<file path="config.mk">
export PLATFORM = sky130hd
export DESIGN_NAME = string_splitter_flat
export DESIGN_NICKNAME = d
export VERILOG_FILES = /design/src/hw/rtl/ssp_pkg.sv /design/src/hw/rtl/ssp_stream_if.sv /design/src/hw/rtl/ssp_front.sv /design/src/hw/rtl/ssp_queue.sv /design/src/hw/rtl/ssp_back.sv /design/src/hw/rtl/string_splitter.sv /design/src/flat_wrapper.sv
export SDC_FILE = /design/constraint.sdc
export NUM_CORES = 1
export LEC_CHECK = 0
export CAP_MARGIN = 20
export CORE_ASPECT_RATIO = 0.5
export CORE_MARGIN = 2
export CORE_UTILIZATION = 55
export DETAILED_ROUTE_END_ITERATION = 12
export DONT_BUFFER_PORTS = 1
export PLACE_DENSITY = 0.7
export SETUP_SLACK_MARGIN = 0.5
export SYNTH_ARGS = -nofsm -noshare
export SYNTH_HDL_FRONTEND = slang
export SYNTH_SLANG_ARGS = --single-unit
</file>
<file path="constraint.sdc">
create_clock -name clock -period 19.7 [get_ports clock]
set_input_delay 1.97 -clock clock [delete_from_list [all_inputs] [get_ports clock]]
set_output_delay 1.97 -clock clock [all_outputs]
set_load 0.02 [all_outputs]
</file>
<file path="src/hw/rtl/ssp_pkg.sv">
// ----------------------------------------------------------------------------
// String splitter package
// Shared record, job and configuration types, register indexes and sizes.
// ----------------------------------------------------------------------------
`default_nettype none

package ssp_pkg;

   localparam int UNIT_W  = 16;
   localparam int COUNT_W = 16;
   localparam int CSR_INDEX_W = 3;
   localparam int CSR_DATA_W  = 16;
   localparam int QUEUE_DEPTH = 4;

   // Configuration register indexes.
   localparam logic [CSR_INDEX_W-1:0] CSR_SEPARATOR_A    = 3'd0;
   localparam logic [CSR_INDEX_W-1:0] CSR_SEPARATOR_B    = 3'd1;
   localparam logic [CSR_INDEX_W-1:0] CSR_SEPARATOR_C    = 3'd2;
   localparam logic [CSR_INDEX_W-1:0] CSR_SEPARATOR_D    = 3'd3;
   localparam logic [CSR_INDEX_W-1:0] CSR_SEPARATORS_USE = 3'd4;
   localparam logic [CSR_INDEX_W-1:0] CSR_PART_LIMIT     = 3'd5;
   localparam logic [CSR_INDEX_W-1:0] CSR_DROP_EMPTY     = 3'd6;

   localparam logic [COUNT_W-1:0] PART_LIMIT_RESET = 16'hFFFF;

   // Record kinds.
   localparam logic KIND_PART = 1'b0;
   localparam logic KIND_END  = 1'b1;

   typedef struct packed {
      logic [2:0]         active_count;
      logic [COUNT_W-1:0] part_limit;
      logic               drop_empty;
   } cfg_type;

   typedef struct packed {
      logic               record_kind;
      logic [COUNT_W-1:0] part_start;
      logic [COUNT_W-1:0] part_length;
      logic [COUNT_W-1:0] parts_total;
      logic               final_record;
   } rec_type;

   // Up to three records caused by one item, in output order:
   // separator part, tail part, end record.
   localparam int JOB_SEP  = 0;
   localparam int JOB_TAIL = 1;
   localparam int JOB_END  = 2;

   typedef struct packed {
      logic [2:0] mask;
      rec_type    end_rec;
      rec_type    tail_rec;
      rec_type    sep_rec;
   } job_type;

endpackage

`default_nettype wire

</file>
<file path="src/hw/rtl/ssp_stream_if.sv">
// ----------------------------------------------------------------------------
// String splitter stream interfaces
// Valid/ready channels for code units in and part records out.
// ----------------------------------------------------------------------------
`default_nettype none

interface ssp_req_if;
   logic        valid;
   logic        ready;
   logic [15:0] code_unit;
   logic        unit_present;
   logic        string_end;

   modport source (output valid, code_unit, unit_present, string_end, input ready);
   modport sink   (input valid, code_unit, unit_present, string_end, output ready);
endinterface

interface ssp_rsp_if;
   logic        valid;
   logic        ready;
   logic        record_kind;
   logic [15:0] part_start;
   logic [15:0] part_length;
   logic [15:0] parts_total;
   logic        final_record;

   modport source (output valid, record_kind, part_start, part_length, parts_total,
                   final_record, input ready);
   modport sink   (input valid, record_kind, part_start, part_length, parts_total,
                   final_record, output ready);
endinterface

`default_nettype wire

</file>
<file path="src/hw/rtl/ssp_front.sv">
// ----------------------------------------------------------------------------
// String splitter front end
// Takes one code unit per cycle unless the job queue is full, tracks the
// string state and builds the records the unit causes as one queue job.
// ----------------------------------------------------------------------------
`default_nettype none

module ssp_front #(
   parameter int MAX_STRING_LENGTH = 65535,
   parameter int SEPARATOR_SLOTS   = 4
) (
   input  wire logic                clock,
   input  wire logic                reset,
   input  wire ssp_pkg::cfg_type    cfg,
   input  wire logic [15:0]         separators [SEPARATOR_SLOTS],
   input  wire logic                in_valid,
   output logic                     in_ready,
   input  wire logic [15:0]         in_code_unit,
   input  wire logic                in_unit_present,
   input  wire logic                in_string_end,
   input  wire logic                queue_full,
   output logic                     push,
   output ssp_pkg::job_type         push_job
);

   localparam logic [15:0] MAX_LEN   = 16'(MAX_STRING_LENGTH);
   localparam logic [2:0]  SLOTS     = 3'(SEPARATOR_SLOTS);

   logic [15:0] unit_position_ff, unit_position_in;
   logic [15:0] part_begin_ff, part_begin_in;
   logic [15:0] parts_found_ff, parts_found_in;
   logic        limit_reached_ff, limit_reached_in;

   logic        accept;
   logic        take;
   logic        hit;
   logic [2:0]  active;
   logic        is_sep;
   logic [15:0] sep_len;
   logic        emit_sep;
   logic [15:0] found_sep;
   logic        reached_sep;
   logic [15:0] begin_sep;
   logic [15:0] total_len;
   logic        emit_tail;
   logic [15:0] tail_start;
   logic [15:0] found_tail;

   assign in_ready = !queue_full;
   assign accept   = in_valid && in_ready;

   always_comb begin
      active = (cfg.active_count > SLOTS) ? SLOTS : cfg.active_count;
      hit = 1'b0;
      for (int i = 0; i < SEPARATOR_SLOTS; i++) begin
         if ((3'(i) < active) && (separators[i] == in_code_unit)) begin
            hit = 1'b1;
         end
      end
   end

   always_comb begin
      take    = in_unit_present && (unit_position_ff < MAX_LEN);
      is_sep  = take && (cfg.part_limit >= 16'd2) && !limit_reached_ff && hit;
      sep_len = unit_position_ff - part_begin_ff;
      emit_sep  = is_sep && (!cfg.drop_empty || (sep_len != 16'd0));
      found_sep = emit_sep ? parts_found_ff + 16'd1 : parts_found_ff;
      reached_sep = limit_reached_ff ||
                    (emit_sep && (found_sep == cfg.part_limit - 16'd1));
      begin_sep = is_sep ? unit_position_ff + 16'd1 : part_begin_ff;
      total_len = take ? unit_position_ff + 16'd1 : unit_position_ff;

      // The tail is the part after the last separator, or the whole string
      // when the limit is one.
      if (cfg.part_limit == 16'd1) begin
         emit_tail  = !(cfg.drop_empty && (total_len == 16'd0));
         tail_start = 16'd0;
         found_tail = emit_tail ? 16'd1 : found_sep;
      end else if (cfg.part_limit >= 16'd2) begin
         emit_tail  = reached_sep || (begin_sep < total_len);
         tail_start = begin_sep;
         found_tail = emit_tail ? found_sep + 16'd1 : found_sep;
      end else begin
         emit_tail  = 1'b0;
         tail_start = begin_sep;
         found_tail = found_sep;
      end
   end

   always_comb begin
      push_job = '0;
      push_job.mask[ssp_pkg::JOB_SEP]  = emit_sep;
      push_job.mask[ssp_pkg::JOB_TAIL] = in_string_end && emit_tail;
      push_job.mask[ssp_pkg::JOB_END]  = in_string_end;

      push_job.sep_rec.record_kind  = ssp_pkg::KIND_PART;
      push_job.sep_rec.part_start   = part_begin_ff;
      push_job.sep_rec.part_length  = sep_len;
      push_job.sep_rec.parts_total  = found_sep;
      push_job.sep_rec.final_record = 1'b0;

      push_job.tail_rec.record_kind  = ssp_pkg::KIND_PART;
      push_job.tail_rec.part_start   = tail_start;
      push_job.tail_rec.part_length  = total_len - tail_start;
      push_job.tail_rec.parts_total  = found_tail;
      push_job.tail_rec.final_record = 1'b0;

      push_job.end_rec.record_kind  = ssp_pkg::KIND_END;
      push_job.end_rec.part_start   = 16'd0;
      push_job.end_rec.part_length  = total_len;
      push_job.end_rec.parts_total  = found_tail;
      push_job.end_rec.final_record = 1'b1;

      push = accept && (emit_sep || in_string_end);
   end

   always_comb begin
      unit_position_in = unit_position_ff;
      part_begin_in    = part_begin_ff;
      parts_found_in   = parts_found_ff;
      limit_reached_in = limit_reached_ff;
      if (accept) begin
         if (in_string_end) begin
            unit_position_in = '0;
            part_begin_in    = '0;
            parts_found_in   = '0;
            limit_reached_in = 1'b0;
         end else begin
            unit_position_in = total_len;
            part_begin_in    = begin_sep;
            parts_found_in   = found_sep;
            limit_reached_in = reached_sep;
         end
      end
   end

   always_ff @(posedge clock) begin
      if (reset) begin
         unit_position_ff <= '0;
         part_begin_ff    <= '0;
         parts_found_ff   <= '0;
         limit_reached_ff <= 1'b0;
      end else begin
         unit_position_ff <= unit_position_in;
         part_begin_ff    <= part_begin_in;
         parts_found_ff   <= parts_found_in;
         limit_reached_ff <= limit_reached_in;
      end
   end

   // A part never starts past the units counted so far.
   assert property (@(posedge clock) disable iff (reset)
      part_begin_ff <= unit_position_ff || limit_reached_ff)
      else $error("part start ran past the unit count");

   // Every job pushed at a string end carries the end record.
   assert property (@(posedge clock) disable iff (reset)
      (accept && in_string_end) |-> (push && push_job.mask[ssp_pkg::JOB_END]))
      else $error("string end produced no end record");

   // State is cleared in the cycle after an accepted string end.
   assert property (@(posedge clock) disable iff (reset)
      (accept && in_string_end) |=> (unit_position_ff == 16'd0 && !limit_reached_ff))
      else $error("string state not cleared after string end");

endmodule

`default_nettype wire

</file>
<file path="src/hw/rtl/ssp_queue.sv">
// ----------------------------------------------------------------------------
// String splitter job queue
// Short first-in first-out buffer of record jobs between front and back end.
// ----------------------------------------------------------------------------
`default_nettype none

module ssp_queue (
   input  wire logic              clock,
   input  wire logic              reset,
   input  wire logic              push,
   input  wire ssp_pkg::job_type  push_job,
   output logic                   full,
   input  wire logic              pop,
   output logic                   head_valid,
   output ssp_pkg::job_type       head_job
);

   localparam int PTR_W = $clog2(ssp_pkg::QUEUE_DEPTH);
   localparam int CNT_W = PTR_W + 1;

   ssp_pkg::job_type slot_ff [ssp_pkg::QUEUE_DEPTH];
   logic [PTR_W-1:0] wr_ptr_ff, wr_ptr_in;
   logic [PTR_W-1:0] rd_ptr_ff, rd_ptr_in;
   logic [CNT_W-1:0] count_ff, count_in;

   assign full       = (count_ff == CNT_W'(ssp_pkg::QUEUE_DEPTH));
   assign head_valid = (count_ff != '0);
   assign head_job   = slot_ff[rd_ptr_ff];

   always_comb begin
      wr_ptr_in = push ? wr_ptr_ff + PTR_W'(1) : wr_ptr_ff;
      rd_ptr_in = pop  ? rd_ptr_ff + PTR_W'(1) : rd_ptr_ff;
      count_in  = count_ff + CNT_W'(push) - CNT_W'(pop);
   end

   always_ff @(posedge clock) begin
      if (reset) begin
         wr_ptr_ff <= '0;
         rd_ptr_ff <= '0;
         count_ff  <= '0;
      end else begin
         wr_ptr_ff <= wr_ptr_in;
         rd_ptr_ff <= rd_ptr_in;
         count_ff  <= count_in;
      end
   end

   always_ff @(posedge clock) begin
      if (push) begin
         slot_ff[wr_ptr_ff] <= push_job;
      end
   end

   assert property (@(posedge clock) disable iff (reset) push |-> !full)
      else $error("push into a full job queue");

   assert property (@(posedge clock) disable iff (reset) pop |-> head_valid)
      else $error("pop from an empty job queue");

   assert property (@(posedge clock) disable iff (reset)
      count_ff <= CNT_W'(ssp_pkg::QUEUE_DEPTH))
      else $error("job queue count out of range");

endmodule

`default_nettype wire

</file>
<file path="src/hw/rtl/ssp_back.sv">
// ----------------------------------------------------------------------------
// String splitter back end
// Unpacks each job into its records and sends them out one per cycle while
// the receiver is ready, through a registered output stage.
// ----------------------------------------------------------------------------
`default_nettype none

module ssp_back (
   input  wire logic              clock,
   input  wire logic              reset,
   input  wire logic              head_valid,
   input  wire ssp_pkg::job_type  head_job,
   output logic                   pop,
   output logic                   out_valid,
   input  wire logic              out_ready,
   output ssp_pkg::rec_type       out_rec
);

   ssp_pkg::job_type job_ff, job_in;
   logic [2:0]       pend_ff, pend_in;
   logic             out_valid_ff, out_valid_in;
   ssp_pkg::rec_type out_rec_ff, out_rec_in;

   logic             out_free;
   logic             emit;
   logic [2:0]       pick;
   logic [2:0]       pend_after;
   ssp_pkg::rec_type pick_rec;

   always_comb begin
      out_free = !out_valid_ff || out_ready;
      emit     = out_free && (pend_ff != 3'b000);

      // Records leave in order: separator part, tail part, end record.
      if (pend_ff[ssp_pkg::JOB_SEP]) begin
         pick     = 3'b001;
         pick_rec = job_ff.sep_rec;
      end else if (pend_ff[ssp_pkg::JOB_TAIL]) begin
         pick     = 3'b010;
         pick_rec = job_ff.tail_rec;
      end else begin
         pick     = 3'b100;
         pick_rec = job_ff.end_rec;
      end

      pend_after = emit ? (pend_ff & ~pick) : pend_ff;
      pop        = (pend_after == 3'b000) && head_valid;
      pend_in    = pop ? head_job.mask : pend_after;
      job_in     = pop ? head_job : job_ff;

      if (emit) begin
         out_valid_in = 1'b1;
         out_rec_in   = pick_rec;
      end else begin
         out_valid_in = out_ready ? 1'b0 : out_valid_ff;
         out_rec_in   = out_rec_ff;
      end
   end

   always_ff @(posedge clock) begin
      if (reset) begin
         pend_ff      <= '0;
         out_valid_ff <= 1'b0;
      end else begin
         pend_ff      <= pend_in;
         out_valid_ff <= out_valid_in;
      end
   end

   always_ff @(posedge clock) begin
      job_ff     <= job_in;
      out_rec_ff <= out_rec_in;
   end

   assign out_valid = out_valid_ff;
   assign out_rec   = out_rec_ff;

   // A job loaded from the queue always carries at least one record.
   assert property (@(posedge clock) disable iff (reset)
      pop |-> (head_job.mask != 3'b000))
      else $error("empty job in queue");

   // A new job is loaded only once the current one is fully sent.
   assert property (@(posedge clock) disable iff (reset)
      pop |-> (pend_after == 3'b000))
      else $error("job loaded over pending records");

   // A record waiting at the output is not replaced before its transfer.
   assert property (@(posedge clock) disable iff (reset)
      (out_valid_ff && !out_ready) |=> (out_valid_ff && $stable(out_rec_ff)))
      else $error("output record changed while stalled");

endmodule

`default_nettype wire

</file>
<file path="src/hw/rtl/string_splitter.sv">
// Path: each job is written into the job queue, loaded into the back end job
//    register, and its records leave through the registered output stage.
// Throughput: one item per cycle while each item causes at most one record and
//    the receiver is ready; records leave at one per cycle, and a string end causes
//    up to three records. A four-entry job queue absorbs such bursts.
// Reset: configuration returns to its reset values, string state and queue clear.
// ----------------------------------------------------------------------------
// String splitter top level
// Splits a code unit stream on configured separators into part records.
// ----------------------------------------------------------------------------
`default_nettype none

module string_splitter #(
   parameter int MAX_STRING_LENGTH = 65535,
   parameter int SEPARATOR_SLOTS   = 4
) (
   input  wire logic          clock,
   input  wire logic          reset,
   ssp_req_if.sink            req_bus,
   ssp_rsp_if.source          rsp_bus,
   input  wire logic          csr_we,
   input  wire logic [2:0]    csr_index,
   input  wire logic [15:0]   csr_wdata
);

   logic [15:0]      separator_ff [SEPARATOR_SLOTS];
   ssp_pkg::cfg_type cfg_ff;

   logic             queue_full;
   logic             push;
   ssp_pkg::job_type push_job;
   logic             pop;
   logic             head_valid;
   ssp_pkg::job_type head_job;
   ssp_pkg::rec_type out_rec;

   // Separator slots beyond the configured count are never compared, so
   // only the slots that exist get storage.
   always_ff @(posedge clock) begin
      if (reset) begin
         for (int i = 0; i < SEPARATOR_SLOTS; i++) begin
            separator_ff[i] <= '0;
         end
         cfg_ff.active_count <= '0;
         cfg_ff.part_limit   <= ssp_pkg::PART_LIMIT_RESET;
         cfg_ff.drop_empty   <= 1'b0;
      end else if (csr_we) begin
         for (int i = 0; i < SEPARATOR_SLOTS; i++) begin
            if (csr_index == 3'(i)) begin
               separator_ff[i] <= csr_wdata;
            end
         end
         unique case (csr_index)
            ssp_pkg::CSR_SEPARATORS_USE: cfg_ff.active_count <= csr_wdata[2:0];
            ssp_pkg::CSR_PART_LIMIT:     cfg_ff.part_limit   <= csr_wdata;
            ssp_pkg::CSR_DROP_EMPTY:     cfg_ff.drop_empty   <= csr_wdata[0];
            default: begin
            end
         endcase
      end
   end

   ssp_front #(
      .MAX_STRING_LENGTH (MAX_STRING_LENGTH),
      .SEPARATOR_SLOTS   (SEPARATOR_SLOTS)
   ) u_front (
      .clock           (clock),
      .reset           (reset),
      .cfg             (cfg_ff),
      .separators      (separator_ff),
      .in_valid        (req_bus.valid),
      .in_ready        (req_bus.ready),
      .in_code_unit    (req_bus.code_unit),
      .in_unit_present (req_bus.unit_present),
      .in_string_end   (req_bus.string_end),
      .queue_full      (queue_full),
      .push            (push),
      .push_job        (push_job)
   );

   ssp_queue u_queue (
      .clock      (clock),
      .reset      (reset),
      .push       (push),
      .push_job   (push_job),
      .full       (queue_full),
      .pop        (pop),
      .head_valid (head_valid),
      .head_job   (head_job)
   );

   ssp_back u_back (
      .clock      (clock),
      .reset      (reset),
      .head_valid (head_valid),
      .head_job   (head_job),
      .pop        (pop),
      .out_valid  (rsp_bus.valid),
      .out_ready  (rsp_bus.ready),
      .out_rec    (out_rec)
   );

   assign rsp_bus.record_kind  = out_rec.record_kind;
   assign rsp_bus.part_start   = out_rec.part_start;
   assign rsp_bus.part_length  = out_rec.part_length;
   assign rsp_bus.parts_total  = out_rec.parts_total;
   assign rsp_bus.final_record = out_rec.final_record;

endmodule

`default_nettype wire

</file>
<file path="src/flat_wrapper.sv">
// flat-port wrapper written by rule: the top's interface ports become plain ports
module string_splitter_flat 
#(
   parameter int MAX_STRING_LENGTH = 65535,
   parameter int SEPARATOR_SLOTS   = 4
)
  (clock, reset, csr_we, csr_index, csr_wdata, req_bus_valid, req_bus_code_unit, req_bus_unit_present, req_bus_string_end, req_bus_ready, rsp_bus_valid, rsp_bus_record_kind, rsp_bus_part_start, rsp_bus_part_length, rsp_bus_parts_total, rsp_bus_final_record, rsp_bus_ready);
  ssp_req_if req_bus_i ();
  ssp_rsp_if rsp_bus_i ();
  input  wire logic clock;
  input  wire logic reset;
  input  wire logic csr_we;
  input  wire logic [2:0] csr_index;
  input  wire logic [15:0] csr_wdata;
  input wire logic [$bits(req_bus_i.valid)-1:0] req_bus_valid;
  input wire logic [$bits(req_bus_i.code_unit)-1:0] req_bus_code_unit;
  input wire logic [$bits(req_bus_i.unit_present)-1:0] req_bus_unit_present;
  input wire logic [$bits(req_bus_i.string_end)-1:0] req_bus_string_end;
  output wire logic [$bits(req_bus_i.ready)-1:0] req_bus_ready;
  output wire logic [$bits(rsp_bus_i.valid)-1:0] rsp_bus_valid;
  output wire logic [$bits(rsp_bus_i.record_kind)-1:0] rsp_bus_record_kind;
  output wire logic [$bits(rsp_bus_i.part_start)-1:0] rsp_bus_part_start;
  output wire logic [$bits(rsp_bus_i.part_length)-1:0] rsp_bus_part_length;
  output wire logic [$bits(rsp_bus_i.parts_total)-1:0] rsp_bus_parts_total;
  output wire logic [$bits(rsp_bus_i.final_record)-1:0] rsp_bus_final_record;
  input wire logic [$bits(rsp_bus_i.ready)-1:0] rsp_bus_ready;
  assign req_bus_i.valid = req_bus_valid;
  assign req_bus_i.code_unit = req_bus_code_unit;
  assign req_bus_i.unit_present = req_bus_unit_present;
  assign req_bus_i.string_end = req_bus_string_end;
  assign req_bus_ready = req_bus_i.ready;
  assign rsp_bus_valid = rsp_bus_i.valid;
  assign rsp_bus_record_kind = rsp_bus_i.record_kind;
  assign rsp_bus_part_start = rsp_bus_i.part_start;
  assign rsp_bus_part_length = rsp_bus_i.part_length;
  assign rsp_bus_parts_total = rsp_bus_i.parts_total;
  assign rsp_bus_final_record = rsp_bus_i.final_record;
  assign rsp_bus_i.ready = rsp_bus_ready;
  string_splitter #(.MAX_STRING_LENGTH(MAX_STRING_LENGTH), .SEPARATOR_SLOTS(SEPARATOR_SLOTS)) u_core (.clock(clock), .reset(reset), .req_bus(req_bus_i), .rsp_bus(rsp_bus_i), .csr_we(csr_we), .csr_index(csr_index), .csr_wdata(csr_wdata));
endmodule
</file>
# Word level (Yosys, flattened, before mapping)

Memory sizes are Yosys's and may differ from the RTL's. A register that Yosys moved wholly into a read port is not among the register bits.
Cells that the tools add are included.
W data, S select, Z words.

Register bits after elaboration: 344
RAM bits: 524
Bits of input ports: 42
Output and inout bits: 52
Logic and storage cells: 141
Memories: 1

Memory list:

| memory                 | words | bits a word | read ports | clocked after Yosys merged registers in | write ports | line            | source |
|---|---|---|---|---|---|---|---|
| u_core.u_queue.slot_ff | 4     | 131         | 1          | 1                                       | 1           | ssp_queue.sv:21 | `ssp_pkg::job_type slot_ff [ssp_pkg::QUEUE_DEPTH];` |

Add/sub/neg operators: 10
$lt $le $gt $ge: 8
Eq/ne operators: 13
Multiplexer cells: 31
Bitwise logic cells: 2
Reductions and logical operators: 40

Operators by type and width:

| operator                | number |
|---|---|
| $mux W16                | 11 |
| $mux W50                | 2 |
| $eq A16 B16 Y1          | 5 |
| $add A16 B1 Y16 const B | 3 |
| $sub A16 B16 Y16        | 2 |
| $eq A16 B1 Y1 const B   | 1 |
| $ge A16 B2 Y1 const B   | 1 |
| $logic_and A1 B1 Y1     | 16 |
| $logic_not A16 Y1       | 1 |
| $lt A16 B16 Y1          | 1 |
| $lt A16 B16 Y1 const B  | 1 |
| $reduce_bool A16 Y1     | 1 |
| $sub A16 B1 Y16 const B | 1 |
| $mux W3                 | 5 |
| $reduce_and A2 Y1       | 7 |
| $eq A3 B3 Y1 const B    | 4 |
| $mux W1                 | 11 |
| $eq A3 B2 Y1 const B    | 2 |
| $logic_not A3 Y1        | 2 |
| $lt A1 B3 Y1 const A    | 2 |
| $lt A2 B3 Y1 const A    | 2 |
| $reduce_bool A3 Y1      | 2 |
| $logic_not A1 Y1        | 5 |
| $logic_or A1 B1 Y1      | 5 |
| 9 further kinds         | 11 |

# Depth between registers and ports, before layout

Gate-level depths: netlist of the first run.

Depth in word-level cells: 18
Gate-level depth with buffers: 25
Depth with buffers taken out: 24

# Modules after synthesis

A second synthesis of the first run with hierarchy kept.

Cell total of the unflattened synthesis: 2708
Area, all modules: 41282.1 µm²

Modules (own cells, without submodules):

| module          | instances | cells each | area an instance (µm²) | sequential area each (µm²) |
|---|---|---|---|---|
| ssp_queue       | 1         | 841        | 22480.3                | 18557.8 |
| ssp_front       | 1         | 1160       | 8146.6                 | 980.9 |
| ssp_back        | 1         | 392        | 7279.5                 | 6085.8 |
| string_splitter | 1         | 315        | 3375.7                 | 1681.6 |

# Least setup slack after synthesis of the first run

No wires, ideal clock.

Path kind: in2reg
From: input rsp_bus_ready
To: register u_core.u_queue.count_ff[2]
Library setup time: 0.128 ns
Arrival: 9.819 ns
Data required time: 19.572 ns
Setup slack: 9.754 ns
Stages: 12
Buffers on the path: 0
Path through: nor2b_1 -> a211oi_1 -> o32ai_1 -> a21oi_1 -> ha_1 -> inv_1 -> ha_1 -> inv_1 -> fa_1 -> xor2_1 -> xnor2_1 -> nor2_1

Word-level cells in the longest chain between the ends: 6

RTL lines:

| item                 | line                  | source |
|---|---|---|
| start, declared      | flat_wrapper.sv:26    | `input wire logic [$bits(rsp_bus_i.ready)-1:0] rsp_bus_ready;` |
| $logic_or A1 B1 Y1   | ssp_back.sv:31        | `out_free = !out_valid_ff \|\| out_ready;` |
| $logic_and A1 B1 Y1  | ssp_back.sv:32        | `emit = out_free && (pend_ff != 3'b000);` |
| $mux W3              | ssp_back.sv:46        | `pend_after = emit ? (pend_ff & ~pick) : pend_ff;` |
| $logic_not A3 Y1     | ssp_back.sv:47        | `pop = (pend_after == 3'b000) && head_valid;` |
| $logic_and A1 B1 Y1  | ssp_back.sv:47        |  |
| via u_core.pop       | string_splitter.sv:32 | `logic pop;` |
| $sub A3 B1 Y3        | ssp_queue.sv:33       | `count_in = count_ff + CNT_W'(push) - CNT_W'(pop);` |
| end signal, assigned | ssp_queue.sv:44       | `count_ff <= count_in;` |
| end, declared        | ssp_queue.sv:24       | `logic [CNT_W-1:0] count_ff, count_in;` |

The timed path passes the listed nets, and every way through them passes these cells.
A chain may end at the register's enable or synchronous reset.

==> impl_metrics.xml, run 1 <==
<?xml version="1.0" encoding="UTF-8"?>
<metrics>
  <group name="status">
    <metric name="run_status" unit="">finished, final reports clean</metric>
  </group>
  <group name="yosys">
    <metric name="yosysTopAreaCell" unit="">sky130_fd_sc_hd__edfxtp_1</metric>
    <metric name="yosysTopAreaCellShare" unit="%">56.0</metric>
    <metric name="synth_fp_nets" unit="">2474</metric>
    <metric name="synth_async_sr_flop_share" unit="%">0</metric>
    <metric name="number_of_synthesized_flops_with_an_enable_pin" unit="">621</metric>
    <metric name="synth.top_cells.by_area" unit="">sky130_fd_sc_hd__edfxtp_1 (56%), sky130_fd_sc_hd__dfxtp_1 (8.8%), sky130_fd_sc_hd__mux4_2 (7.8%)</metric>
    <metric name="ys_seq_elements" unit="">767</metric>
    <metric name="synth_area" unit="um2">33300</metric>
    <metric name="mean_cell_area_of_the_mapped_netlist" unit="um2">14.0</metric>
    <metric name="syn_inst" unit="">2372</metric>
    <metric name="synthDistinctLibCells" unit="">84</metric>
    <metric name="sequential_element_share_of_the_synthesized_area" unit="%">64.8</metric>
    <metric name="synth_flop_cell" unit="">sky130_fd_sc_hd__edfxtp_1</metric>
    <metric name="synth.yosys.warnings" unit="">0</metric>
  </group>
  <group name="clocking">
    <metric name="clockRootBuffer" unit="">sky130_fd_sc_hd__clkbuf_16</metric>
    <metric name="ctsResizeCount" unit="">0</metric>
    <metric name="cts.clk_slew.worst_paths" unit="ns">0.06</metric>
    <metric name="inserted_clock_buffers" unit="">68</metric>
    <metric name="postCtsHoldBufs" unit="">0</metric>
    <metric name="cts-root-to-sink-buffers" unit="">3</metric>
    <metric name="setup_bufs_post_cts" unit="">0</metric>
    <metric name="htree_num_levels" unit="">3</metric>
    <metric name="clk-insertion-delay-late" unit="ns">0.61</metric>
    <metric name="clock_sink_count" unit="">767</metric>
    <metric name="cts_tree" unit="">built</metric>
  </group>
  <group name="sta">
    <metric name="hold_violations" unit="">0</metric>
    <metric name="fmax" unit="MHz">139</metric>
    <metric name="setup_viol_count_final" unit="">0</metric>
    <metric name="fin_setup_tns" unit="ns">0</metric>
    <metric name="finalCritPeriodShare" unit="%">36.5</metric>
    <metric name="slew_headroom" unit="%">24.4</metric>
    <metric name="timing_worst_slew_pin_value" unit="ns">1.13</metric>
    <metric name="report.final.slew_viol_count" unit="">0</metric>
    <metric name="setup_ws" unit="ns">12.51</metric>
    <metric name="worst_clock_skew" unit="ns">0.0242</metric>
    <metric name="rsz_0062_raised_after_global_routing" unit="">false</metric>
    <metric name="final_period_minus_worst_setup_slack" unit="ns">7.19</metric>
  </group>
  <group name="die">
    <metric name="floorplan.die.width" unit="um">352</metric>
    <metric name="core_area" unit="um2">59500</metric>
    <metric name="rows" unit="">63</metric>
    <metric name="floorplan.io_pins" unit="">94</metric>
    <metric name="dieArea" unit="um2">62600</metric>
    <metric name="die_y" unit="um">178</metric>
    <metric name="start_util" unit="%">55.9</metric>
  </group>
  <group name="detailed_routing">
    <metric name="via_count" unit="">19600</metric>
    <metric name="post-route-drc-count" unit="">0</metric>
    <metric name="drt-pass1-iter-count" unit="">6</metric>
    <metric name="detail_route.iter0.violations" unit="">1934</metric>
    <metric name="routed_wl" unit="um">75800</metric>
    <metric name="via_per_inst" unit="">6.09</metric>
    <metric name="wire_per_inst" unit="um">23.5</metric>
    <metric name="routed_antenna_nets" unit="">0</metric>
  </group>
  <group name="global_routing">
    <metric name="grt_remaining_overflow" unit="">0</metric>
    <metric name="grt_start_max_net_pins" unit="">146</metric>
    <metric name="first_global_vias" unit="">19100</metric>
    <metric name="global_route.usage.total" unit="%">24.4</metric>
    <metric name="initial_antenna_violation_count" unit="">1</metric>
    <metric name="global_route_wire_length_before_repair" unit="um">116000</metric>
  </group>
  <group name="critical_path">
    <metric name="worst_path_slowest_cell" unit="">sky130_fd_sc_hd__o32ai_1</metric>
    <metric name="timing.critical_path.arrival" unit="ns">7.52</metric>
    <metric name="timing.setup.critical_path_class" unit="">input pin to flop</metric>
    <metric name="endpoint_kind" unit="">flop</metric>
    <metric name="crit_chain" unit="">xor2_1, or4_1, o32ai_1, o21a_1, nor2_1, a211oi_1, ha_1, inv_1, fa_1, a21o_1, a21oi_1, o21ai_0, a21oi_1, o21ai_0, a21oi_1, o21bai_1, a21oi_1, o21bai_1, a21oi_1, o21bai_1, a21oi_1, xnor2_1</metric>
    <metric name="critical_path_required" unit="ns">20.03</metric>
    <metric name="cp-start-kind" unit="">input pin</metric>
    <metric name="crit_fanout" unit="">7</metric>
    <metric name="critPathMostFrequentCell" unit="">sky130_fd_sc_hd__a21oi_1</metric>
    <metric name="max_stage_delay" unit="ns">0.80</metric>
  </group>
  <group name="place">
    <metric name="dp_area" unit="um2">34100</metric>
    <metric name="pre_cts_setup_slack" unit="ns">12.00</metric>
    <metric name="port_buffers" unit="">0</metric>
    <metric name="post-dp-hpwl" unit="um">49400</metric>
    <metric name="place_congestion" unit="">0.916</metric>
  </group>
  <group name="run">
    <metric name="drv.max_cap_violation_count" unit="">0</metric>
  </group>
  <group name="power_and_ir_drop">
    <metric name="power" unit="W">0.00427</metric>
    <metric name="power.density_cell_area" unit="nW/um2">118</metric>
    <metric name="ir_worst_vdd" unit="mV">0.105</metric>
    <metric name="leakage" unit="nW">12.3</metric>
  </group>
  <group name="finish">
    <metric name="num-fill-cells" unit="">4487</metric>
    <metric name="p_r_area_growth_vs_syn" unit="%">8.82</metric>
    <metric name="n_antenna_cell" unit="">0</metric>
    <metric name="final_instance_area" unit="um2">36200</metric>
    <metric name="final_layout_size_suffix_gt1_share" unit="%">12.4</metric>
    <metric name="nNetsFinal" unit="">2459</metric>
    <metric name="multi_input_area" unit="um2">11000</metric>
    <metric name="regArea" unit="um2">21600</metric>
  </group>
  <group name="worst_hold_path">
    <metric name="hold_class" unit="">flop to flop</metric>
  </group>
</metrics>
## power breakdown
| group | switching, W | internal (W) | leakage, nW |
|---|---|---|---|
| Combinational | 0.000403 | 0.000283 | 4.23 |
| Sequential | 0.000182 | 0.00210 | 6.99 |
| Clock | 0.000583 | 0.000714 | 1.03 |
| Total | 0.00117 | 0.00310 | 12.3 |
## synthesized netlist by cell type, types with 5 or more instances
cell type,instances
sky130_fd_sc_hd__a211oi_1,7
sky130_fd_sc_hd__a21o_1,14
sky130_fd_sc_hd__a21oi_1,114
sky130_fd_sc_hd__a22o_1,17
sky130_fd_sc_hd__a22oi_1,43
sky130_fd_sc_hd__a31oi_1,6
sky130_fd_sc_hd__and2_1,17
sky130_fd_sc_hd__and3_1,12
sky130_fd_sc_hd__buf_1,13
sky130_fd_sc_hd__buf_2,6
sky130_fd_sc_hd__clkbuf_1,86
sky130_fd_sc_hd__dfxtp_1,146
sky130_fd_sc_hd__edfxtp_1,621
sky130_fd_sc_hd__ha_1,57
sky130_fd_sc_hd__inv_1,86
sky130_fd_sc_hd__mux2_2,18
sky130_fd_sc_hd__mux2i_1,36
sky130_fd_sc_hd__mux4_2,115
sky130_fd_sc_hd__nand2_1,290
sky130_fd_sc_hd__nand2b_1,8
sky130_fd_sc_hd__nand3_1,35
sky130_fd_sc_hd__nand3b_1,28
sky130_fd_sc_hd__nand4_1,28
sky130_fd_sc_hd__nor2_1,125
sky130_fd_sc_hd__nor2b_1,16
sky130_fd_sc_hd__nor3_1,39
sky130_fd_sc_hd__nor3b_1,6
sky130_fd_sc_hd__nor4_1,30
sky130_fd_sc_hd__o211ai_1,9
sky130_fd_sc_hd__o21a_1,6
sky130_fd_sc_hd__o21ai_0,60
sky130_fd_sc_hd__o21ai_1,6
sky130_fd_sc_hd__o32ai_1,5
sky130_fd_sc_hd__or3_1,11
sky130_fd_sc_hd__or4_1,5
sky130_fd_sc_hd__xnor2_1,63
sky130_fd_sc_hd__xor2_1,94
## critical path, delay by kind of cell
family	cells	cell delay [ns]
AO/OA/AOI/OAI	15	3.82
buffers and inverters	1	0.07
XOR/XNOR	2	0.30
AND/OR/NAND/NOR	2	0.62
adder cells (fa/ha/maj)	2	0.72
## registers in the layout, indices dropped and copies added (netlist names), named ones only
| register | flops |
|---|---|
| u_core.u_queue.rd_ptr_ff | 2 |
| u_core.u_front.part_begin_ff | 16 |
| u_core.u_queue.slot_ff | 460 |
| u_core.u_front.parts_found_ff | 16 |
| u_core.cfg_ff | 20 |
| u_core.u_queue.wr_ptr_ff | 2 |
| u_core.u_queue.count_ff | 3 |
| u_core.u_back.out_rec | 49 |
| u_core.u_back.job_ff | 112 |
| u_core.u_back.out_valid | 1 |
| u_core.u_front.limit_reached_ff | 1 |
| u_core.u_back.pend_ff | 3 |
| u_core.u_front.unit_position_ff | 16 |
| u_core.separator_ff | 64 |
## logic make-up after synthesis
family          Yosys count  share of synthesized area (%)
flops                   767                           64.8
simple gates            674                           9.82
compound gates          343                           6.79
buf+inv                 196                           2.33
mux                     170                           9.50
xor+xnor                162                           4.45
fa+ha+maj                60                           2.32
## routing by layer
layer  up-vias  global-route usage, %  share of wire (%)
met2       682                   38.3                 46
li1       8910                      -                  -
met4         0                   5.19                1.7
met3       109                   3.89                6.4
met5         -                      0                  0
met1      9924                   36.3                 46
## layout by cell type (no fill, tap or decap), types with 5 or more instances in the layout
cell type,instances
sky130_fd_sc_hd__clkbuf_16,70
sky130_fd_sc_hd__ha_1,57
sky130_fd_sc_hd__and2_1,13
sky130_fd_sc_hd__xnor2_1,63
sky130_fd_sc_hd__o21ai_0,60
sky130_fd_sc_hd__and3_1,12
sky130_fd_sc_hd__nand2_1,289
sky130_fd_sc_hd__buf_4,25
sky130_fd_sc_hd__o21a_1,6
sky130_fd_sc_hd__o21ai_1,5
sky130_fd_sc_hd__nand4_1,28
sky130_fd_sc_hd__clkbuf_1,19
sky130_fd_sc_hd__mux4_2,115
sky130_fd_sc_hd__nor2_1,123
sky130_fd_sc_hd__inv_1,86
sky130_fd_sc_hd__nor4_1,30
sky130_fd_sc_hd__or4_1,5
sky130_fd_sc_hd__edfxtp_1,621
sky130_fd_sc_hd__a31oi_1,6
sky130_fd_sc_hd__o211ai_1,9
sky130_fd_sc_hd__or3_1,11
sky130_fd_sc_hd__nand2b_1,8
sky130_fd_sc_hd__a22oi_1,43
sky130_fd_sc_hd__nand3b_1,28
sky130_fd_sc_hd__o32ai_1,5
sky130_fd_sc_hd__mux2_2,18
sky130_fd_sc_hd__nor3b_1,6
sky130_fd_sc_hd__nand3_1,35
sky130_fd_sc_hd__a21o_1,14
sky130_fd_sc_hd__a21oi_1,113
sky130_fd_sc_hd__a211oi_1,7
sky130_fd_sc_hd__clkinv_1,11
sky130_fd_sc_hd__mux2i_1,36
sky130_fd_sc_hd__nor3_1,39
sky130_fd_sc_hd__xor2_1,94
sky130_fd_sc_hd__inv_6,6
sky130_fd_sc_hd__dfxtp_1,143
sky130_fd_sc_hd__nor2b_1,16
sky130_fd_sc_hd__a22o_1,17
## metrics by stage
stage / hold WS, ns / utilization, % / cells
5_1_grt: 0.489 / 60.9 / 3221
6_report: 0.468 / 60.9 / 3221
3_5_place_dp: 0.455 / 57.3 / 3098
3_3_place_gp: 0.449 / 57.3 / 3098
2_1_floorplan: 0.448 / - / 2372
4_1_cts: 0.463 / 60.9 / 3220
## path summary, 6_finish.rpt
check,cells after the start,slack (ns),endpoint,from
worst max-delay path,22,12.51,u_core.u_queue.slot_ff[1][78],req_bus_code_unit[0]
worst min-delay path,2,0.47,u_core.separator_ff[30],u_core.separator_ff[30]
worst max register to register,16,13.19,u_core.u_queue.slot_ff[2][103],u_core.u_front.unit_position_ff[0]
worst min register to register,2,0.47,u_core.separator_ff[30],u_core.separator_ff[30]
## layout make-up
type,count,area share (%)
repair buffers,25,0.518
inverters,86,0.891
clock inverters,28,0.673
well taps,812,2.80
flip-flops and latches,767,59.6
clock buffers,94,5.20
multi-input cells,1409,30.4
(Power assumes the default switching activity.)
==> run 2: changes to the inputs <==
--- a/config.mk
+++ b/config.mk
@@ -11,7 +11,7 @@
 export CORE_UTILIZATION = 55
 export DETAILED_ROUTE_END_ITERATION = 12
 export DONT_BUFFER_PORTS = 1
-export PLACE_DENSITY = 0.7
+export PLACE_DENSITY = 0.73
 export SETUP_SLACK_MARGIN = 0.5
 export SYNTH_ARGS = -nofsm -noshare
 export SYNTH_HDL_FRONTEND = slang
==> constraint.sdc (replaced) <==
create_clock -name clock -period 6.2 [get_ports clock]
set_input_delay 0.62 -clock clock [delete_from_list [all_inputs] [get_ports clock]]
set_output_delay 0.62 -clock clock [all_outputs]
set_load 0.02 [all_outputs]
==> impl_metrics.xml, run 2 (same netlist as run 1, synthesis figures left out) <==
<?xml version="1.0" encoding="UTF-8"?>
<metrics>
  <group name="clocking">
    <metric name="postCtsHoldBufs" unit="">0</metric>
    <metric name="clk-insertion-delay-late" unit="ns">0.61</metric>
    <metric name="cts.clk_slew.worst_paths" unit="ns">0.06</metric>
    <metric name="clockRootBuffer" unit="">sky130_fd_sc_hd__clkbuf_16</metric>
    <metric name="cts_tree" unit="">built</metric>
    <metric name="inserted_clock_buffers" unit="">67</metric>
    <metric name="clock_sink_count" unit="">767</metric>
    <metric name="htree_num_levels" unit="">3</metric>
    <metric name="cts-root-to-sink-buffers" unit="">3</metric>
  </group>
  <group name="status">
    <metric name="run_status" unit="">finished, final reports clean</metric>
  </group>
  <group name="critical_path">
    <metric name="worst-r2r-cell-count" unit="">23</metric>
    <metric name="endpoint_kind" unit="">flop</metric>
    <metric name="cp-startpoint" unit="">u_core.separator_ff[30]</metric>
    <metric name="timing.critical_path.arrival" unit="ns">5.80</metric>
    <metric name="timing.setup.critical_path_class" unit="">flop to flop</metric>
    <metric name="critPathMostFrequentCell" unit="">sky130_fd_sc_hd__a21oi_1</metric>
    <metric name="cp-start-kind" unit="">flop</metric>
    <metric name="crit_fanout" unit="">5</metric>
    <metric name="regToRegStartpoint" unit="">u_core.separator_ff[30]</metric>
    <metric name="worst-r2r-setup-slack" unit="ns">0.80</metric>
    <metric name="timing.critical_path.max_delay_family" unit="">compound AO/OA/AOI/OAI gates</metric>
    <metric name="crit_chain" unit="">xor2_1, nor4_1, nand2_1, o32ai_2, o21a_2, nor2_1, a211oi_2, ha_1, inv_1, fa_1, a21o_1, a21oi_1, o21ai_0, a21oi_1, o21ai_0, a21oi_1, o21bai_1, a21oi_1, o21bai_1, a21oi_1, o21bai_1, a21oi_1, xnor2_1</metric>
    <metric name="max_stage_delay" unit="ns">0.54</metric>
    <metric name="crit_end" unit="">u_core.u_queue.slot_ff[1][78]</metric>
    <metric name="worst_path_bufs_invs" unit="">1</metric>
    <metric name="worst_r2r_endpoint" unit="">u_core.u_queue.slot_ff[1][78]</metric>
    <metric name="critical_path_required" unit="ns">6.59</metric>
    <metric name="worst-path-stages" unit="">23</metric>
    <metric name="worst_path_slowest_cell" unit="">sky130_fd_sc_hd__nor4_1</metric>
  </group>
  <group name="detailed_routing">
    <metric name="drt-pass1-iter-count" unit="">5</metric>
    <metric name="via_count" unit="">19700</metric>
    <metric name="detail_route.iter0.violations" unit="">2161</metric>
    <metric name="wire_per_inst" unit="um">23.7</metric>
    <metric name="routed_antenna_nets" unit="">0</metric>
    <metric name="routed_wl" unit="um">76900</metric>
    <metric name="post-route-drc-count" unit="">0</metric>
    <metric name="via_per_inst" unit="">6.07</metric>
  </group>
  <group name="global_routing">
    <metric name="global_route.usage.total" unit="%">24.6</metric>
    <metric name="initial_antenna_violation_count" unit="">1</metric>
    <metric name="grt_remaining_overflow" unit="">0</metric>
    <metric name="global_route_wire_length_before_repair" unit="um">117000</metric>
    <metric name="grt_start_max_net_pins" unit="">146</metric>
    <metric name="first_global_vias" unit="">19200</metric>
  </group>
  <group name="finish">
    <metric name="nNetsFinal" unit="">2491</metric>
    <metric name="reg_top3" unit="">u_core.u_queue.slot_ff: 460 flops, u_core.u_back.job_ff: 112 flops, u_core.separator_ff: 64 flops</metric>
    <metric name="final_common_cell" unit="">sky130_fd_sc_hd__edfxtp_1</metric>
    <metric name="most-common-layout-cells" unit="">sky130_fd_sc_hd__edfxtp_1 (621), sky130_fd_sc_hd__nand2_1 (289), sky130_fd_sc_hd__dfxtp_1 (142)</metric>
    <metric name="n_antenna_cell" unit="">0</metric>
    <metric name="final_layout_size_suffix_gt1_share" unit="%">14.5</metric>
    <metric name="most_flop_heavy_register" unit="">u_core.u_queue.slot_ff</metric>
    <metric name="p_r_area_growth_vs_syn" unit="%">10.6</metric>
    <metric name="num-fill-cells" unit="">4353</metric>
    <metric name="number_of_flip_flops_in_the_largest_register" unit="">460</metric>
  </group>
  <group name="run">
    <metric name="drv.max_cap_violation_count" unit="">0</metric>
  </group>
  <group name="die">
    <metric name="die_y" unit="um">178</metric>
    <metric name="core_area" unit="um2">59500</metric>
    <metric name="rows" unit="">63</metric>
    <metric name="floorplan.die.width" unit="um">352</metric>
    <metric name="start_util" unit="%">55.9</metric>
    <metric name="dieArea" unit="um2">62600</metric>
    <metric name="floorplan.io_pins" unit="">94</metric>
  </group>
  <group name="power_and_ir_drop">
    <metric name="ir_worst_vdd" unit="mV">0.317</metric>
    <metric name="leakage" unit="nW">12.5</metric>
    <metric name="power.density_cell_area" unit="nW/um2">373</metric>
    <metric name="power" unit="W">0.0137</metric>
  </group>
  <group name="place">
    <metric name="port_buffers" unit="">0</metric>
    <metric name="post-dp-hpwl" unit="um">51000</metric>
    <metric name="place_congestion" unit="">0.918</metric>
  </group>
  <group name="sta">
    <metric name="rsz_0062_raised_after_global_routing" unit="">false</metric>
    <metric name="worst_clock_skew" unit="ns">0.0261</metric>
    <metric name="fmax" unit="MHz">185</metric>
    <metric name="report.final.slew_viol_count" unit="">0</metric>
    <metric name="timing_worst_slew_pin_value" unit="ns">0.964</metric>
    <metric name="final_period_minus_worst_setup_slack" unit="ns">5.40</metric>
    <metric name="setup_viol_count_final" unit="">0</metric>
    <metric name="finalCritPeriodShare" unit="%">87.1</metric>
    <metric name="fin_setup_tns" unit="ns">0</metric>
    <metric name="hold_violations" unit="">0</metric>
    <metric name="slew_headroom" unit="%">35.7</metric>
  </group>
  <group name="worst_hold_path">
    <metric name="hold_class" unit="">input pin to flop</metric>
  </group>
</metrics>
-- run 2: changes by cell type in the layout (fill, tap and decap cells not counted), moves of 4 or more --
| cell | delta |
|---|---|
| sky130_fd_sc_hd__buf_4 | +24 |
| sky130_fd_sc_hd__buf_12 | +9 |
| sky130_fd_sc_hd__clkbuf_1 | -8 |
| sky130_fd_sc_hd__o21ai_0 | -5 |
| sky130_fd_sc_hd__o21ai_1 | +5 |
| sky130_fd_sc_hd__clkinv_2 | +4 |
| sky130_fd_sc_hd__inv_6 | -4 |
-- run 2: power by group --
part	internal, W	leakage, nW	switching, W
Sequential	0.00668	6.99	0.000553
Combinational	0.000925	4.47	0.00131
Clock	0.00238	1.07	0.00186
Total	0.00999	12.5	0.00373
-- run 2: how the worst min path moves through the flow --
stage,start,slack [ns],end,cells past startpoint
after detailed placement,u_core.separator_ff[12],0.45,u_core.separator_ff[12],2
after floorplan,u_core.separator_ff[0],0.45,u_core.separator_ff[0],2
after global placement,u_core.separator_ff[14],0.45,u_core.separator_ff[14],2
after global routing,reset,0.06,u_core.separator_ff[36],1
final,reset,0.09,u_core.separator_ff[32],1
after CTS,reset,0.05,u_core.separator_ff[37],1
-- run 2: cell type report --
class	count	area, um2	share of cell area [%]
clock inverter	34	370	1.01
inverter	86	323	0.877
clock buffer	85	1850	5.02
timing repair buffer	58	548	1.49
multi-input combinational	1409	11100	30.3
sequential	767	21600	58.6
tap	812	1020	2.76
-- run 2: through the flow --
step	hold WS (ns)	setup WS, ns	util (%)	std cells	area [um2]
5_1_grt	0.0605	0.517	61.9	3251	36800
6_report	0.0941	0.799	61.9	3251	36800
4_1_cts	0.0542	0.494	61.6	3248	36700
2_1_floorplan	0.448	0.351	-	2372	33300
3_5_place_dp	0.454	-0.0506	57.8	3129	34400
3_3_place_gp	0.449	0.112	57.8	3129	34400
-- run 2: routing by layer --
metal / part of all wire (%) / routed length, um / vias to the layer above / GRT usage (%)
li1: - / - / 8969 / -
met3: 7.2 / 5530 / 111 / 5.17
met1: 45 / 34800 / 9939 / 35.9
met2: 46 / 35000 / 707 / 38.1
met5: 0.013 / 10 / - / 0
met4: 2.0 / 1570 / 2 / 6.37
-- run 2: what timing repair did --
item / in CTS / in global routing
pin swaps: 0 / 4
buffers inserted: 0 / 2
gates resized for setup: 2 / 27
setup endpoints to repair: 12 / 77
==> run 3: changes to the inputs <==
--- a/config.mk
+++ b/config.mk
@@ -12,6 +12,7 @@
 export DETAILED_ROUTE_END_ITERATION = 12
 export DONT_BUFFER_PORTS = 1
 export PLACE_DENSITY = 0.73
+export RECOVER_POWER = 50
 export SETUP_SLACK_MARGIN = 0.5
 export SYNTH_ARGS = -nofsm -noshare
 export SYNTH_HDL_FRONTEND = slang
==> constraint.sdc (replaced) <==
create_clock -name clock -period 4.9 [get_ports clock]
set_input_delay 0.49 -clock clock [delete_from_list [all_inputs] [get_ports clock]]
set_output_delay 0.49 -clock clock [all_outputs]
set_load 0.02 [all_outputs]
==> impl_metrics.xml, run 3 (same netlist as run 1, synthesis figures left out) <==
<?xml version="1.0" encoding="UTF-8"?>
<metrics>
  <group name="finish">
    <metric name="final_layout_size_suffix_gt1_share" unit="%">23.0</metric>
    <metric name="final_cells" unit="">3482</metric>
    <metric name="most-common-layout-cells" unit="">sky130_fd_sc_hd__edfxtp_1 (621), sky130_fd_sc_hd__nand2_1 (289), sky130_fd_sc_hd__buf_4 (184)</metric>
    <metric name="nNetsFinal" unit="">2717</metric>
    <metric name="number_of_flip_flops_in_the_largest_register" unit="">460</metric>
    <metric name="p_r_area_growth_vs_syn" unit="%">18.2</metric>
    <metric name="final_common_cell" unit="">sky130_fd_sc_hd__edfxtp_1</metric>
    <metric name="final_instance_area" unit="um2">39300</metric>
    <metric name="reg_top3" unit="">u_core.u_queue.slot_ff: 460 flops, u_core.u_back.job_ff: 112 flops, u_core.separator_ff: 64 flops</metric>
    <metric name="most_flop_heavy_register" unit="">u_core.u_queue.slot_ff</metric>
    <metric name="n_antenna_cell" unit="">0</metric>
    <metric name="final_core_util" unit="%">66.1</metric>
    <metric name="num-fill-cells" unit="">4139</metric>
  </group>
  <group name="die">
    <metric name="start_util" unit="%">55.9</metric>
    <metric name="dieArea" unit="um2">62600</metric>
    <metric name="core_area" unit="um2">59500</metric>
    <metric name="rows" unit="">63</metric>
    <metric name="floorplan.die.width" unit="um">352</metric>
    <metric name="floorplan.io_pins" unit="">94</metric>
    <metric name="die_y" unit="um">178</metric>
  </group>
  <group name="detailed_routing">
    <metric name="wire_per_inst" unit="um">23.6</metric>
    <metric name="post-route-drc-count" unit="">0</metric>
    <metric name="via_count" unit="">20900</metric>
    <metric name="routed_wl" unit="um">82300</metric>
    <metric name="detail_route.iter0.violations" unit="">2149</metric>
    <metric name="via_per_inst" unit="">6.00</metric>
    <metric name="routed_antenna_nets" unit="">0</metric>
    <metric name="drt-pass1-iter-count" unit="">6</metric>
  </group>
  <group name="global_routing">
    <metric name="grt_remaining_overflow" unit="">0</metric>
    <metric name="initial_antenna_violation_count" unit="">0</metric>
    <metric name="first_global_vias" unit="">20400</metric>
    <metric name="grt_start_max_net_pins" unit="">144</metric>
    <metric name="global_route_wire_length_before_repair" unit="um">124000</metric>
    <metric name="global_route.usage.total" unit="%">26.1</metric>
  </group>
  <group name="sta">
    <metric name="slew_headroom" unit="%">-88.9</metric>
    <metric name="report.final.slew_viol_count" unit="">248</metric>
    <metric name="holdWs" unit="ns">0.0267</metric>
    <metric name="rsz_0062_raised_after_global_routing" unit="">true</metric>
    <metric name="timing_worst_slew_pin_value" unit="ns">2.82</metric>
    <metric name="setup_viol_count_final" unit="">0</metric>
    <metric name="fmax" unit="MHz">214</metric>
    <metric name="finalCritPeriodShare" unit="%">95.5</metric>
    <metric name="worst_clock_skew" unit="ns">0.0197</metric>
    <metric name="final_period_minus_worst_setup_slack" unit="ns">4.68</metric>
    <metric name="hold_violations" unit="">0</metric>
  </group>
  <group name="critical_path">
    <metric name="timing.setup.critical_path_class" unit="">flop to flop</metric>
    <metric name="crit_fanout" unit="">6</metric>
    <metric name="endpoint_kind" unit="">flop</metric>
    <metric name="cp-start-kind" unit="">flop</metric>
    <metric name="critical_path_required" unit="ns">5.27</metric>
    <metric name="timing.critical_path.arrival" unit="ns">5.05</metric>
  </group>
  <group name="worst_hold_path">
    <metric name="hold_class" unit="">input pin to flop</metric>
  </group>
  <group name="power_and_ir_drop">
    <metric name="leakage" unit="nW">13.8</metric>
    <metric name="ir_worst_vdd" unit="mV">0.348</metric>
    <metric name="power.density_cell_area" unit="nW/um2">452</metric>
  </group>
  <group name="clocking">
    <metric name="clock_sink_count" unit="">767</metric>
    <metric name="clk-insertion-delay-late" unit="ns">0.61</metric>
    <metric name="cts-root-to-sink-buffers" unit="">3</metric>
    <metric name="cts.clk_slew.worst_paths" unit="ns">0.07</metric>
    <metric name="htree_num_levels" unit="">3</metric>
    <metric name="inserted_clock_buffers" unit="">68</metric>
    <metric name="cts_tree" unit="">built</metric>
    <metric name="clockRootBuffer" unit="">sky130_fd_sc_hd__clkbuf_16</metric>
  </group>
  <group name="place">
    <metric name="place_congestion" unit="">0.931</metric>
    <metric name="dp_area" unit="um2">36000</metric>
    <metric name="post-place-cells" unit="">3290</metric>
    <metric name="post-dp-hpwl" unit="um">53500</metric>
    <metric name="port_buffers" unit="">0</metric>
  </group>
  <group name="status">
    <metric name="violated_checks" unit="">capacitance limit, slew limit</metric>
    <metric name="run_status" unit="">complete, but fails checks</metric>
  </group>
  <group name="run">
    <metric name="drv.max_cap_violation_count" unit="">6</metric>
  </group>
</metrics>
run 3: changes by cell type in the layout (fill, tap and decap cells not counted), moves of 8 or more:
cell,delta
sky130_fd_sc_hd__o21ai_0,-12
sky130_fd_sc_hd__ha_1,-9
sky130_fd_sc_hd__a21oi_2,+9
sky130_fd_sc_hd__buf_6,+15
sky130_fd_sc_hd__nor3_1,-8
sky130_fd_sc_hd__a21oi_1,-10
sky130_fd_sc_hd__buf_12,+8
sky130_fd_sc_hd__buf_4,+135
sky130_fd_sc_hd__dlygate4sd3_1,+15
sky130_fd_sc_hd__clkbuf_1,+48
run 3: layout make-up:
| cell class | instances | area, um2 | share of cell area, % |
|---|---|---|---|
| clock buffer | 86 | 1850 | 4.71 |
| clock inverter | 39 | 438 | 1.11 |
| multi-input combinational | 1409 | 11900 | 30.1 |
| tap | 812 | 1020 | 2.58 |
| inverter | 86 | 328 | 0.833 |
| sequential | 767 | 21600 | 54.9 |
| timing repair buffer | 283 | 2270 | 5.76 |
run 3: worst paths after layout:
kind                               endpoint  cells after the start                                from  slack, ns
min reg2reg         u_core.separator_ff[25]                      2             u_core.separator_ff[25]       0.47
min                       u_core.cfg_ff[16]                      2                       csr_wdata[15]       0.03
max          u_core.u_queue.slot_ff[0][110]                     19  u_core.u_front.unit_position_ff[0]       0.22
max reg2reg  u_core.u_queue.slot_ff[0][110]                     19  u_core.u_front.unit_position_ff[0]       0.22
run 3: where the power goes:
part	switching [W]	internal, W
Sequential	0.000730	0.00845
Clock	0.00240	0.00314
Combinational	0.00175	0.00130
Total	0.00488	0.0129
run 3: timing repair:
action	4_1_cts	5_1_grt
hold buffers	16	0
gates resized for setup	97	79
pin swaps	66	42
setup endpoints to repair	124	106
endpoints found under the hold margin	148	0
buffers inserted	30	18
cloned	0	1
run 3: routing by layer:
metal  wire length, um  GRT usage, %  vias to the layer above
li1                  -             -                     9427
met1             36500          38.0                    10600
met2             38200          41.5                      779
met3              5890          4.65                      100
met4              1660          6.42                        0
met5                 0             0                        -
run 3: worst max-delay path, cell delays in order, from the launching register on:
cell and delay [ns]:
sky130_fd_sc_hd__dfxtp_4 0.39, sky130_fd_sc_hd__inv_4 0.03, sky130_fd_sc_hd__ha_1 0.20, sky130_fd_sc_hd__fa_2 0.38, sky130_fd_sc_hd__nor2b_4 0.17, sky130_fd_sc_hd__o2111ai_1 0.22
sky130_fd_sc_hd__a21oi_4 0.24, sky130_fd_sc_hd__a2bb2oi_2 0.26, sky130_fd_sc_hd__buf_4 0.21, sky130_fd_sc_hd__nor3_4 0.08, sky130_fd_sc_hd__a41oi_4 0.25, sky130_fd_sc_hd__and4_4 0.26
sky130_fd_sc_hd__xnor3_1 0.26, sky130_fd_sc_hd__nand3b_1 0.22, sky130_fd_sc_hd__a2111oi_4 0.47, sky130_fd_sc_hd__o21ai_4 0.16, sky130_fd_sc_hd__buf_12 0.17, sky130_fd_sc_hd__nor4b_4 0.22
sky130_fd_sc_hd__mux2i_1 0.10, sky130_fd_sc_hd__buf_4 0.15
run 3: stage by stage:
step	setup WS, ns	TNS [ns]	total power [W]
floorplan	0.471	0	0.0112
global placement	-0.200	-8.42	0.0121
detailed placement	-0.288	-9.78	0.0123
CTS	0.262	0	0.0179
global route	0.00272	0	0.0184
finish	0.220	0	0.0178
